### config.mk
export PLATFORM = sky130hd
export DESIGN_NAME = dependency_graph_engine
export DESIGN_NICKNAME = d
export VERILOG_FILES = /design/src/hw/rtl/dge_pkg.sv /design/src/hw/rtl/dependency_graph_engine.sv
export SDC_FILE = /design/constraint.sdc
export NUM_CORES = 2
export LEC_CHECK = 0
export ABC_AREA = 0
export BUFFER_PORTS_ARGS = -buffer_cell sky130_fd_sc_hd__buf_2
export CORE_MARGIN = 2
export CORE_UTILIZATION = 65
export DETAILED_ROUTE_END_ITERATION = 8
export GPL_TIMING_DRIVEN = 0
export PLACE_DENSITY = 0.86
export SYNTH_ARGS = -nofsm -noshare
export SYNTH_HDL_FRONTEND = slang
export SYNTH_SLANG_ARGS = --single-unit
### constraint.sdc
create_clock -name clk -period 11.02 [get_ports clk]
set_input_delay 1.102 -clock clk [delete_from_list [all_inputs] [get_ports clk]]
set_output_delay 1.102 -clock clk [all_outputs]
set_load 0.01 [all_outputs]
### src/hw/rtl/dge_pkg.sv
//------------------------------------------------------------------------------
// dge_pkg
// Types and constants shared by the dependency graph engine and its testbench.
//------------------------------------------------------------------------------
package dge_pkg;

	localparam int unsigned VERTICES_DEF = 32;
	localparam int unsigned VW = 5;

	typedef enum logic [2:0] {
		FN_ADD_V   = 3'd0,
		FN_DEL_V   = 3'd1,
		FN_ADD_E   = 3'd2,
		FN_DEL_E   = 3'd3,
		FN_TEST_E  = 3'd4,
		FN_CHECK_E = 3'd5,
		FN_SORT    = 3'd6,
		FN_NOP     = 3'd7
	} func_t;

	typedef struct packed {
		logic [2:0]    func;
		logic [VW-1:0] vertex_a;
		logic [VW-1:0] vertex_b;
	} in_item_t;

	typedef struct packed {
		logic          status;
		logic          answer;
		logic [VW-1:0] vertex_out;
		logic          has_vertex;
		logic          last;
	} out_item_t;

endpackage

### src/hw/rtl/dependency_graph_engine.sv
//------------------------------------------------------------------------------
// dependency_graph_engine
// Directed graph store with edge check and depth-first topological sort.
//------------------------------------------------------------------------------
// Usage: items enter on in_valid/in_stall/in_item (func, vertex_a, vertex_b)
// and results leave on out_valid/out_stall/out_item. in_stall is high whenever
// the sequencer is not idle, so one item is taken at a time.
// An absent vertex or the unused code goes from idle straight to S_FIN,
// which passes its result on to the output register. Adding, testing or
// removing an edge reads row a in S_DEC, writes it back or takes the answer,
// and then goes to S_FIN. Adding or removing a vertex sweeps every row once
// before S_FIN. The edge check repeats a reach sweep, one row a cycle,
// until the reach set stops growing. The sort reads one adjacency row at a
// time and searches it for the first eligible successor. A sort gives one
// result per present vertex (last on the final one), or a single empty
// result. While the receiver stalls, the result register holds and the
// sequencer waits. Reset empties the graph and starts a clearing pass over
// every adjacency row before the first item is taken.
//------------------------------------------------------------------------------
module dependency_graph_engine #(
	parameter int unsigned VERTICES = dge_pkg::VERTICES_DEF
) (
	input  logic              clk,
	input  logic              arst_n,
	input  logic              in_valid,
	output logic              in_stall,
	input  dge_pkg::in_item_t in_item,
	output logic              out_valid,
	input  logic              out_stall,
	output dge_pkg::out_item_t out_item
);
	import dge_pkg::*;

	localparam int unsigned AW = (VERTICES > 1) ? $clog2(VERTICES) : 1;
	localparam int unsigned CW = $clog2(VERTICES + 1);

	localparam out_item_t RES_OK = '{status: 1'b0, answer: 1'b0,
		vertex_out: {VW{1'b0}}, has_vertex: 1'b0, last: 1'b1};
	localparam out_item_t RES_ABSENT = '{status: 1'b1, answer: 1'b0,
		vertex_out: {VW{1'b0}}, has_vertex: 1'b0, last: 1'b1};

	typedef enum logic [10:0] {
		S_CLR    = 11'b00000000001,
		S_IDLE   = 11'b00000000010,
		S_DEC    = 11'b00000000100,
		S_SWEEP  = 11'b00000001000,
		S_CHK    = 11'b00000010000,
		S_SROOT  = 11'b00000100000,
		S_SRD    = 11'b00001000000,
		S_SFIND  = 11'b00010000000,
		S_OUT    = 11'b00100000000,
		S_POP    = 11'b01000000000,
		S_FIN    = 11'b10000000000
	} state_t;

	state_t state_q;
	logic [VERTICES-1:0] adj_mem [VERTICES];
	logic [VERTICES-1:0] rd_q;
	logic [VERTICES-1:0] present_q, visited_q, reach_q, grown_q;
	logic [AW-1:0] stk_mem [VERTICES];
	logic [CW-1:0] cur_mem [VERTICES];
	logic [AW-1:0] stk_rd_q;
	logic [CW-1:0] cur_rd_q;
	func_t         func_q;
	logic [AW-1:0] a_q, b_q, v_q;
	logic [CW-1:0] idx_q, depth_q;
	logic          rd_wait_q, fresh_q;
	out_item_t     out_q, pend_q;
	logic          out_v_q;

	// memory port controls
	logic          we;
	logic [AW-1:0] waddr, raddr;
	logic [VERTICES-1:0] wdata;
	logic          s_we;
	logic [AW-1:0] s_waddr, s_raddr, s_wdata;
	logic          c_we;
	logic [CW-1:0] c_wdata;

	logic [AW-1:0] a_in, b_in;
	logic          a_ok, b_ok, in_absent;
	logic [VERTICES-1:0] abit, bbit;
	logic [AW-1:0] sweep_row;
	logic [VERTICES-1:0] grown_acc, grown_mask;
	logic [CW-1:0] cur_eff;
	logic          found, push, root_ok, sort_last;
	logic [AW-1:0] found_idx;
	logic          idx_last, out_free, out_load;

	assign a_in = AW'(in_item.vertex_a);
	assign b_in = AW'(in_item.vertex_b);
	assign a_ok = (32'(in_item.vertex_a) < VERTICES);
	assign b_ok = (32'(in_item.vertex_b) < VERTICES);
	assign in_absent = !a_ok || !present_q[a_in] ||
		(func_t'(in_item.func) != FN_DEL_V && (!b_ok || !present_q[b_in]));

	assign abit = {{(VERTICES-1){1'b0}}, 1'b1} << a_q;
	assign bbit = {{(VERTICES-1){1'b0}}, 1'b1} << b_q;

	// During a sweep rd_q holds the row one below idx_q.
	assign sweep_row = AW'(idx_q - CW'(1));
	assign grown_acc = grown_q | (((idx_q != '0) && reach_q[sweep_row]) ? rd_q : '0);
	assign grown_mask = grown_acc & (present_q | bbit);

	// A freshly pushed vertex starts its successor search at zero.
	assign cur_eff = fresh_q ? '0 : cur_rd_q;

	// first eligible successor at or above the cursor
	always_comb begin
		found = 1'b0;
		found_idx = '0;
		for (int i = VERTICES-1; i >= 0; i--) begin
			if (rd_q[i] && present_q[i] && !visited_q[i] && (CW'(i) >= cur_eff)) begin
				found = 1'b1;
				found_idx = AW'(i);
			end
		end
	end

	assign push = found && (depth_q < CW'(VERTICES));
	assign root_ok = (idx_q != CW'(VERTICES)) && present_q[idx_q[AW-1:0]] &&
		!visited_q[idx_q[AW-1:0]];
	// Popping the root with nothing left unvisited ends the sort.
	assign sort_last = (depth_q == CW'(1)) && ((present_q & ~visited_q) == '0);

	assign idx_last = (idx_q == CW'(VERTICES - 1));
	assign out_free = !out_v_q || !out_stall;
	assign out_load = out_free && (state_q == S_OUT || state_q == S_FIN);

	assign in_stall = (state_q != S_IDLE);
	assign out_valid = out_v_q;
	assign out_item = out_q;

	assign s_raddr = AW'(depth_q - CW'(1));

	always_ff @(posedge clk) begin
		if (we) adj_mem[waddr] <= wdata;
		rd_q <= adj_mem[raddr];
		if (s_we) stk_mem[s_waddr] <= s_wdata;
		stk_rd_q <= stk_mem[s_raddr];
		if (c_we) cur_mem[v_q] <= c_wdata;
		cur_rd_q <= cur_mem[v_q];
	end

	always_comb begin
		we = 1'b0; waddr = idx_q[AW-1:0]; wdata = '0;
		raddr = idx_q[AW-1:0];
		s_we = 1'b0; s_waddr = depth_q[AW-1:0]; s_wdata = found_idx;
		c_we = 1'b0; c_wdata = CW'(found_idx) + CW'(1);
		unique case (state_q)
			S_CLR: we = 1'b1;
			S_SWEEP: begin
				if (idx_q != '0) begin
					we = 1'b1;
					waddr = sweep_row;
					wdata = (sweep_row == a_q) ? '0 : (rd_q & ~abit);
				end
			end
			S_DEC: begin
				raddr = a_q;
				waddr = a_q;
				if (rd_wait_q && func_q == FN_ADD_E) begin
					we = 1'b1; wdata = rd_q | bbit;
				end else if (rd_wait_q && func_q == FN_DEL_E) begin
					we = 1'b1; wdata = rd_q & ~bbit;
				end
			end
			S_SRD: raddr = v_q;
			S_SFIND: begin
				if (push) begin
					c_we = 1'b1;
					s_we = 1'b1;
				end
			end
			S_SROOT: begin
				if (root_ok) begin
					s_we = 1'b1; s_waddr = '0; s_wdata = idx_q[AW-1:0];
				end
			end
			default: ;
		endcase
	end

	always_ff @(posedge clk or negedge arst_n) begin
		if (!arst_n) begin
			out_v_q <= 1'b0;
			out_q <= '0;
		end else if (out_load) begin
			out_q <= pend_q;
			out_v_q <= 1'b1;
		end else if (!out_stall) begin
			out_v_q <= 1'b0;
		end
	end

	always_ff @(posedge clk or negedge arst_n) begin
		if (!arst_n) begin
			state_q <= S_CLR;
			idx_q <= '0;
			present_q <= '0;
			visited_q <= '0;
			reach_q <= '0;
			grown_q <= '0;
			func_q <= FN_NOP;
			a_q <= '0;
			b_q <= '0;
			v_q <= '0;
			depth_q <= '0;
			rd_wait_q <= 1'b0;
			fresh_q <= 1'b0;
			pend_q <= '0;
		end else begin
			unique case (state_q)
				S_CLR: begin
					if (idx_last) begin
						idx_q <= '0;
						state_q <= S_IDLE;
					end else idx_q <= idx_q + CW'(1);
				end
				S_IDLE: if (in_valid) begin
					func_q <= func_t'(in_item.func);
					a_q <= a_in;
					b_q <= b_in;
					idx_q <= '0;
					rd_wait_q <= 1'b0;
					unique case (func_t'(in_item.func)) inside
						FN_ADD_V: begin
							if (!a_ok) begin
								pend_q <= RES_ABSENT;
								state_q <= S_FIN;
							end else begin
								present_q[a_in] <= 1'b1;
								pend_q <= RES_OK;
								state_q <= S_SWEEP;
							end
						end
						FN_DEL_V, FN_ADD_E, FN_DEL_E, FN_TEST_E, FN_CHECK_E: begin
							if (in_absent) begin
								pend_q <= RES_ABSENT;
								state_q <= S_FIN;
							end else if (func_t'(in_item.func) == FN_DEL_V) begin
								present_q[a_in] <= 1'b0;
								pend_q <= RES_OK;
								state_q <= S_SWEEP;
							end else begin
								pend_q <= RES_OK;
								state_q <= S_DEC;
							end
						end
						FN_SORT: begin
							visited_q <= '0;
							state_q <= S_SROOT;
						end
						default: begin
							pend_q <= RES_OK;
							state_q <= S_FIN;
						end
					endcase
				end
				S_SWEEP: begin
					idx_q <= idx_q + CW'(1);
					if (idx_q == CW'(VERTICES)) state_q <= S_FIN;
				end
				S_DEC: begin
					// wait for row a to be read
					if (!rd_wait_q) rd_wait_q <= 1'b1;
					else begin
						unique case (func_q)
							FN_TEST_E: begin
								pend_q.answer <= rd_q[b_q];
								state_q <= S_FIN;
							end
							FN_CHECK_E: begin
								reach_q <= rd_q | bbit;
								grown_q <= rd_q | bbit;
								idx_q <= '0;
								state_q <= S_CHK;
							end
							default: state_q <= S_FIN;
						endcase
					end
				end
				S_CHK: begin
					if (idx_q == CW'(VERTICES)) begin
						idx_q <= '0;
						if (grown_mask == reach_q) begin
							pend_q.answer <= !reach_q[a_q];
							state_q <= S_FIN;
						end else begin
							reach_q <= grown_mask;
							grown_q <= grown_mask;
						end
					end else begin
						grown_q <= grown_acc;
						idx_q <= idx_q + CW'(1);
					end
				end
				S_SROOT: begin
					if (idx_q == CW'(VERTICES)) begin
						pend_q <= RES_OK;
						state_q <= S_FIN;
					end else begin
						idx_q <= idx_q + CW'(1);
						if (root_ok) begin
							visited_q[idx_q[AW-1:0]] <= 1'b1;
							v_q <= idx_q[AW-1:0];
							depth_q <= CW'(1);
							fresh_q <= 1'b1;
							state_q <= S_SRD;
						end
					end
				end
				S_SRD: state_q <= S_SFIND;
				S_SFIND: begin
					if (push) begin
						visited_q[found_idx] <= 1'b1;
						depth_q <= depth_q + CW'(1);
						v_q <= found_idx;
						fresh_q <= 1'b1;
						state_q <= S_SRD;
					end else begin
						depth_q <= depth_q - CW'(1);
						pend_q <= '{status: 1'b0, answer: 1'b0, vertex_out: VW'(v_q),
							has_vertex: 1'b1, last: sort_last};
						state_q <= S_OUT;
					end
				end
				S_OUT: begin
					if (out_free) begin
						if (pend_q.last) state_q <= S_IDLE;
						else if (depth_q == '0) state_q <= S_SROOT;
						else state_q <= S_POP;
					end
				end
				S_POP: begin
					// stk_rd_q now holds the new top of the stack
					v_q <= stk_rd_q;
					fresh_q <= 1'b0;
					state_q <= S_SRD;
				end
				S_FIN: if (out_free) state_q <= S_IDLE;
				default: state_q <= S_IDLE;
			endcase
		end
	end
endmodule

# --- Word level (Yosys, flattened, before mapping) ---
# Memories as Yosys holds them, arrays and structs flattened. A register that Yosys moved wholly into a read port is not among the register bits.
# Index checks and enable logic that the tools add are counted.
# W data, S select, Z words.
totals:
  reg_bits: 190
  ram_bits: 1376
  inputBits: 17
  wordCells: 499
  mem_count: 3
classes:
  add_sub_neg: 5
  magnitude_cmp: 43
  eq_ne: 52
  n_shift: 2
  muxes: 181
  bitwise_logic: 15
  reduce_logical: 174
mem_list:
  columns: ["name", "words", "width", "read_ports", "rd_clocked_by_memory_dff", "wr", "line_no", "text"]
  rows:
  - ["adj_mem", 32, 32, 1, 1, 1, "dependency_graph_engine.sv:57", "logic [VERTICES-1:0] adj_mem [VERTICES];"]
  - ["cur_mem", 32, 6, 1, 1, 1, "dependency_graph_engine.sv:61", "logic [CW-1:0] cur_mem [VERTICES];"]
  - ["stk_mem", 32, 5, 1, 1, 1, "dependency_graph_engine.sv:60", "logic [AW-1:0] stk_mem [VERTICES];"]
ops:
  columns: ["op", "n"]
  rows:
  - ["$mux W32", 17]
  - ["$pmux W32 S2", 4]
  - ["$mux W5", 40]
  - ["$or A32 B32 Y32", 6]
  - ["$and A32 B32 Y32", 5]
  - ["$mux W11", 12]
  - ["$not A32 Y32", 4]
  - ["$pmux W11 S11", 1]
  - ["$logic_and A1 B1 Y1", 108]
  - ["$ge A5 B6 Y1 const A", 16]
  - ["$pmux W32 S3", 1]
  - ["$mux W1", 64]
  - ["$shl A1 B5 Y32 const A", 2]
  - ["$mux W6", 10]
  - ["$ge A4 B6 Y1 const A", 8]
  - ["$mux W9", 5]
  - ["$lt A5 B6 Y1 const B", 7]
  - ["$logic_not A1 Y1", 38]
  - ["$ne A2 B2 Y1 const B", 18]
  - ["$pmux W6 S6", 1]
  - ["$bmux W1 S5", 7]
  - ["$pmux W11 S3", 1]
  - ["$eq A32 B32 Y1", 1]
  - ["$logic_not A32 Y1", 1]
  - ["57 further kinds", 95]

# --- Longest topological paths before layout ---
depth:
  ltp_word: 42
  ltp_mapped: 17

# --- Least setup slack after synthesis ---
# Ideal clock, no wire load.
synth_timing:
  kind: "register to register"
  start: "reg fresh_q"
  end: "mem cur_mem[0][4] (netlist bit), data pin"
  setup_ps: 371
  arrival_time_ps: 4120
  required_time_ps: 10649
  slack_ps: 6529
  path_stages_with_launch: 15
  path_buffers: 1
  period_less_slack_ps: 4491
  path_cell_list: "dfrtp_1 -> buf_2 -> nand4b_1 -> o2111ai_1 -> a22oi_1 -> o21ai_0 -> a211oi_1 -> o2111a_1 -> a211o_1 -> or3_1 -> inv_1 -> ha_1 -> and2_1 -> nand2_1 -> xor2_1"
synth_between:
  elab_chain_len: 36
  elab_cells_between_ends: 98
  classes_between: "add/sub: 1; order compare: 32; mux: 33; reduce/logical: 32"
synth_rtl:
  columns: ["element", "line_no", "text"]
  rows:
  - ["start, declared", "dependency_graph_engine.sv:67", "logic rd_wait_q, fresh_q;"]
  - ["start signal, assigned", "dependency_graph_engine.sv:210", "fresh_q <= 1'b0;"]
  - ["start signal, assigned", "dependency_graph_engine.sv:308", "fresh_q <= 1'b1;"]
  - ["start signal, assigned", "dependency_graph_engine.sv:319", "fresh_q <= 1'b1;"]
  - ["$mux W6 (*)", "dependency_graph_engine.sv:106", "assign cur_eff = fresh_q ? '0 : cur_rd_q;"]
  - ["$ge A5 B6 Y1", "dependency_graph_engine.sv:113", "if (rd_q[i] && present_q[i] && !visited_q[i] && (CW'(i) >= cur_eff)) begin"]
  - ["$logic_and A1 B1 Y1", "dependency_graph_engine.sv:113", null]
  - ["$mux W5 (31 in a row)", "dependency_graph_engine.sv:113", null]
  - ["$mux W5 (*)", "dependency_graph_engine.sv:113", null]
  - ["$add A5 B1 Y6 (*)", "dependency_graph_engine.sv:149", "c_we = 1'b0; c_wdata = CW'(found_idx) + CW'(1);"]
  - ["via c_wdata[4]", "dependency_graph_engine.sv:78", "logic [CW-1:0] c_wdata;"]
  - ["end, declared", "dependency_graph_engine.sv:61", null]
# The timed path passes the listed nets; every way through them passes the cells marked *.

# --- Final worst setup path ---
layout_timing:
  start: "reg idx_q[1]"
  end: "reg reach_q[20]"
layout_between:
  elab_chain_len: 10
  elab_cells_between_ends: 16
  classes_between: "add/sub: 1; eq/ne: 4; mux: 6; bitwise: 2; reduce/logical: 3"
layout_rtl:
  columns: ["element", "line_no", "text"]
  rows:
  - ["start, declared", "dependency_graph_engine.sv:66", "logic [CW-1:0] idx_q, depth_q;"]
  - ["start signal, assigned", "dependency_graph_engine.sv:218", "end else idx_q <= idx_q + CW'(1);"]
  - ["start signal, assigned", "dependency_graph_engine.sv:261", "idx_q <= idx_q + CW'(1);"]
  - ["start signal, assigned", "dependency_graph_engine.sv:295", "idx_q <= idx_q + CW'(1);"]
  - ["$sub A5 B1 Y5", "dependency_graph_engine.sv:101", "assign sweep_row = AW'(idx_q - CW'(1));"]
  - ["$bmux W1 S5", "dependency_graph_engine.sv:102", "assign grown_acc = grown_q | (((idx_q != '0) && reach_q[sweep_row]) ? rd_q : '0);"]
  - ["$mux W1 (not written as such)", "dependency_graph_engine.sv:102", null]
  - ["$logic_and A1 B1 Y1", "dependency_graph_engine.sv:102", null]
  - ["$mux W32", "dependency_graph_engine.sv:102", null]
  - ["$or A32 B32 Y32", "dependency_graph_engine.sv:102", null]
  - ["$and A32 B32 Y32", "dependency_graph_engine.sv:103", "assign grown_mask = grown_acc & (present_q | bbit);"]
  - ["$eq A32 B32 Y1 or $mux W32 (tied branches)", "dependency_graph_engine.sv:286", "if (grown_mask == reach_q) begin"]
  - ["$ne A2 B2 Y1 (no source line) or $mux W32 (tied branches)", null, null]
  - ["$reduce_and A5 Y1 (no source line) or $pmux W32 S2 (tied branches)", null, null]
  - ["end signal, assigned", "dependency_graph_engine.sv:274", "reach_q <= rd_q | bbit;"]
  - ["end signal, assigned", "dependency_graph_engine.sv:290", "reach_q <= grown_mask;"]
  - ["end, declared", "dependency_graph_engine.sv:59", "logic [VERTICES-1:0] present_q, visited_q, reach_q, grown_q;"]
# Parallel ways exist; a longest one is shown, timed or not. The select of a mux whose other input is x is not followed.
# A chain may end at the register's enable or synchronous reset.

==> reports/metrics.cfg <==
[status]
status = complete, but fails checks
violations = max-capacitance violations, max-slew violations

[floorplanning]
io-pin-count = 28
die-area_um2 = 113100
die_w_um = 336.3
core-area_um2 = 109200
start_util_pct = 65.75
row_count = 121
die_y_um = 336.3

[clock_network]
post_cts_buffers = 0
insertion_delay_ns = 0.82
clock_sinks = 1609
hold_buffers = 0
clock-root-buffer = clkbuf_16
cts_tree = built
cts_buffer_depth = 3
clkTransAtPathRegs_ns = 0.06
cts_made_buffers = 160
htreeDepth = 4
cts_resized = 0

[global_routing]
use_met2_pct = 69.21
gr-usage-met3_pct = 12.00
grt_pass1_wl_mm = 362.6
grt_usage_pct = 44.88
grt_pass1_vias = 53252
grtUsageMet1_pct = 56.70
grt_antenna_before_repair = 15
grt_max_degree = 114
grt_overflow = 0
busiest_layer = met2

[yosys]
syn_area_um2 = 71770
yosys_warnings = 0
ys_async_sr_fraction_pct = 11.81
avgSynthCellArea_um2 = 12.60
synth_most_common_cell = edfxtp_1
synth.net_count = 5724
synth_ff_type = edfxtp_1
synth_top_area_cell = edfxtp_1
ys_ff_latch = 1609
yosysSeqAreaShare_pct = 65.40
yosys-top-cells-count = edfxtp_1, nand2_1, nor2_1
synth.top_cell.area_share_pct = 57.57
synth_cells = 5695
yosys-top-cells-area = edfxtp_1, dfrtp_1, nand2_1
synth_edf_count = 1376
synth.distinct_cells = 99

[critical_path]
path_class = reg -> reg
cp_slowest_stage_delay_ns = 0.78
critPathMaxFanout = 10
startpoint_type = flop
cpMostUsedCell = clkbuf_1
cp-startpoint = idx_q[1]
cp.required_ns = 11.74
endpoint_kind = flop
cpMaxStageDelayCell = o41ai_1
worstPathCellList = clkbuf_1, clkbuf_1, inv_1, ha_1, clkbuf_2, xnor2_2, mux4_2, and3_1, o41a_1, and4_1, o211ai_2, o221ai_2, buf_2, o41ai_1, a21o_1
cp.arrival_ns = 7.31
r2r_start = idx_q[1]

[routing]
vias_per_cell = 7.269
drt_iter0_markers = 9672
wire_per_inst_um = 33.51
first_pass_iters = 8
postRouteAntennaNets = 0
via_count = 54951
drc = 0
wl_mm = 253.3

[timing]
fin_crit_sh_pct = 59.83
relSlewSlack_pct = -4.727
finClkSkew_ns = 0.04346
setup_viol = 0
fin_tns_setup_ns = 0
period_needed_ns = 6.593
hold_viol_final = 0
max_freq_mhz = 151.7
drv_slew = 36
tightest_slew_ns = 1.571
rsz0062_at_grt = no

[power_and_ir_drop]
p_leak_nw = 28.69
vdd_drop_max_mv = 0.2488
cellPowerDensity_nw_per_um2 = 211.7
total_power_mw = 17.06

[placed_design]
post-dp-hpwl_mm = 172.7
routabilityCongestion = 1.075
io_buffers = 23
dp.cells = 7266

[finish]
areaGrowthSynthToFinish_pct = 12.30
nNetsFinal = 5983
fillers = 6506
layout-drive-gt1-share_pct = 12.52
final_cells = 7560

[flow_run]
maxCapViolations = 5

[worst_hold_path]
hp-class = in -> async

==> worst max-delay path, delay by kind of cell (launching register included) <==
| family | cells | cell delay (ns) |
|---|---|---|
| compound gates | 5 | 2.42 |
| buf+inv | 5 | 1.89 |
| xor+xnor | 1 | 0.58 |
| mux | 1 | 0.48 |
| simple gates | 2 | 0.46 |
| flops | 1 | 0.39 |
| fa+ha+maj | 1 | 0.27 |
==> final timing paths <==
| check | to | slack, ns | cells after the start |
|---|---|---|---|
| max in group asynchronous | grown_q[14] | 9.59 | 2 |
| max | reach_q[20] | 4.43 | 15 |
| max reg2reg | reach_q[20] | 4.43 | 15 |
| min reg2reg | out_item[4] | 0.52 | 1 |
| min | out_item[2] | 0.41 | 1 |
| min in group clk | out_item[4] | 0.52 | 1 |
==> cell families after synthesis <==
group / count (synthesis) / share of synthesized area [%]
XOR/XNOR: 17 / 0.2179
adder cells (fa/ha/maj): 12 / 0.2092
buffers and inverters: 432 / 2.493
AO/OA/AOI/OAI: 1132 / 10.75
flip-flops: 1609 / 65.40
multiplexers: 287 / 6.892
AND/OR/NAND/NOR: 2206 / 14.03
==> area by class of cell <==
type | instances | area (µm²) | share of cell area [%]
Antenna cell | 6 | 15.01 | 0.01863
Buffer | 379 | 1590 | 1.973
Clock buffer | 203 | 4320 | 5.360
Clock inverter | 83 | 770.7 | 0.9563
Inverter | 53 | 198.9 | 0.2468
Multi-Input combinational cell | 3654 | 23580 | 29.25
Sequential cell | 1609 | 46940 | 58.24
Tap cell | 1476 | 1847 | 2.291
Timing Repair Buffer | 97 | 1340 | 1.663
==> per-layer routing <==
metal,up-vias,share of wire [%]
met5,-,0.059
met4,18,8.1
met3,1134,14
met2,5230,45
met1,26470,33
li1,22099,-
==> flip-flops by register name (all words and copies together) (netlist names), 6 cells and up, named ones only <==
register	count
stk_mem	160
reach_q	32
state_q	11
out_item	9
cur_rd_q	6
depth_q	6
idx_q	6
pend_q	9
rd_q	32
grown_q	32
adj_mem	1024
cur_mem	192
visited_q	32
==> through the flow <==
step / util, % / cell area, µm² / worst slack, ns / hold WS (ns)
final: 73.84 / 80600 / 4.427 / 0.4140
after global routing: 73.83 / 80590 / 4.556 / 0.4679
after CTS: 73.80 / 80560 / 4.660 / 0.4398
after detailed placement: 69.14 / 75470 / 4.711 / 0.4945
after global placement: 67.55 / 73730 / 2.725 / 0.4846
after floorplan: - / 71770 / 6.529 / 0.4458
==> placed cells by master (no fill, tap or decap), drive strengths merged, types with 14 or more instances in the layout <==
master,count
mux2,57
edfxtp,1376
nand4,30
buf,220
a22o,65
nor3b,53
nand3b,40
clkinv,63
a311oi,99
inv,61
a21o,37
a2111oi,39
o41ai,22
and2,16
nor2b,48
a32o,33
a21oi,327
o22ai,83
a211oi,49
nor4,24
clkbuf,456
a31oi,17
nand4b,14
nand2b,41
dfxtp,43
o21ai,162
a22oi,27
mux2i,70
nor2,422
and3,116
or3,16
nand3,153
mux4,160
dfrtp,186
o21a,39
o211ai,24
nor3,76
nand2,1100
==> power breakdown <==
| part | total [mW] | leakage (nW) | internal, mW | switching (mW) |
|---|---|---|---|---|
| combinational | 4.59 | 8.52 | 1.20 | 3.40 |
| clock | 5.41 | 2.48 | 2.98 | 2.43 |
| sequential | 7.06 | 17.7 | 6.70 | 0.358 |
(Power assumes the default switching activity.)
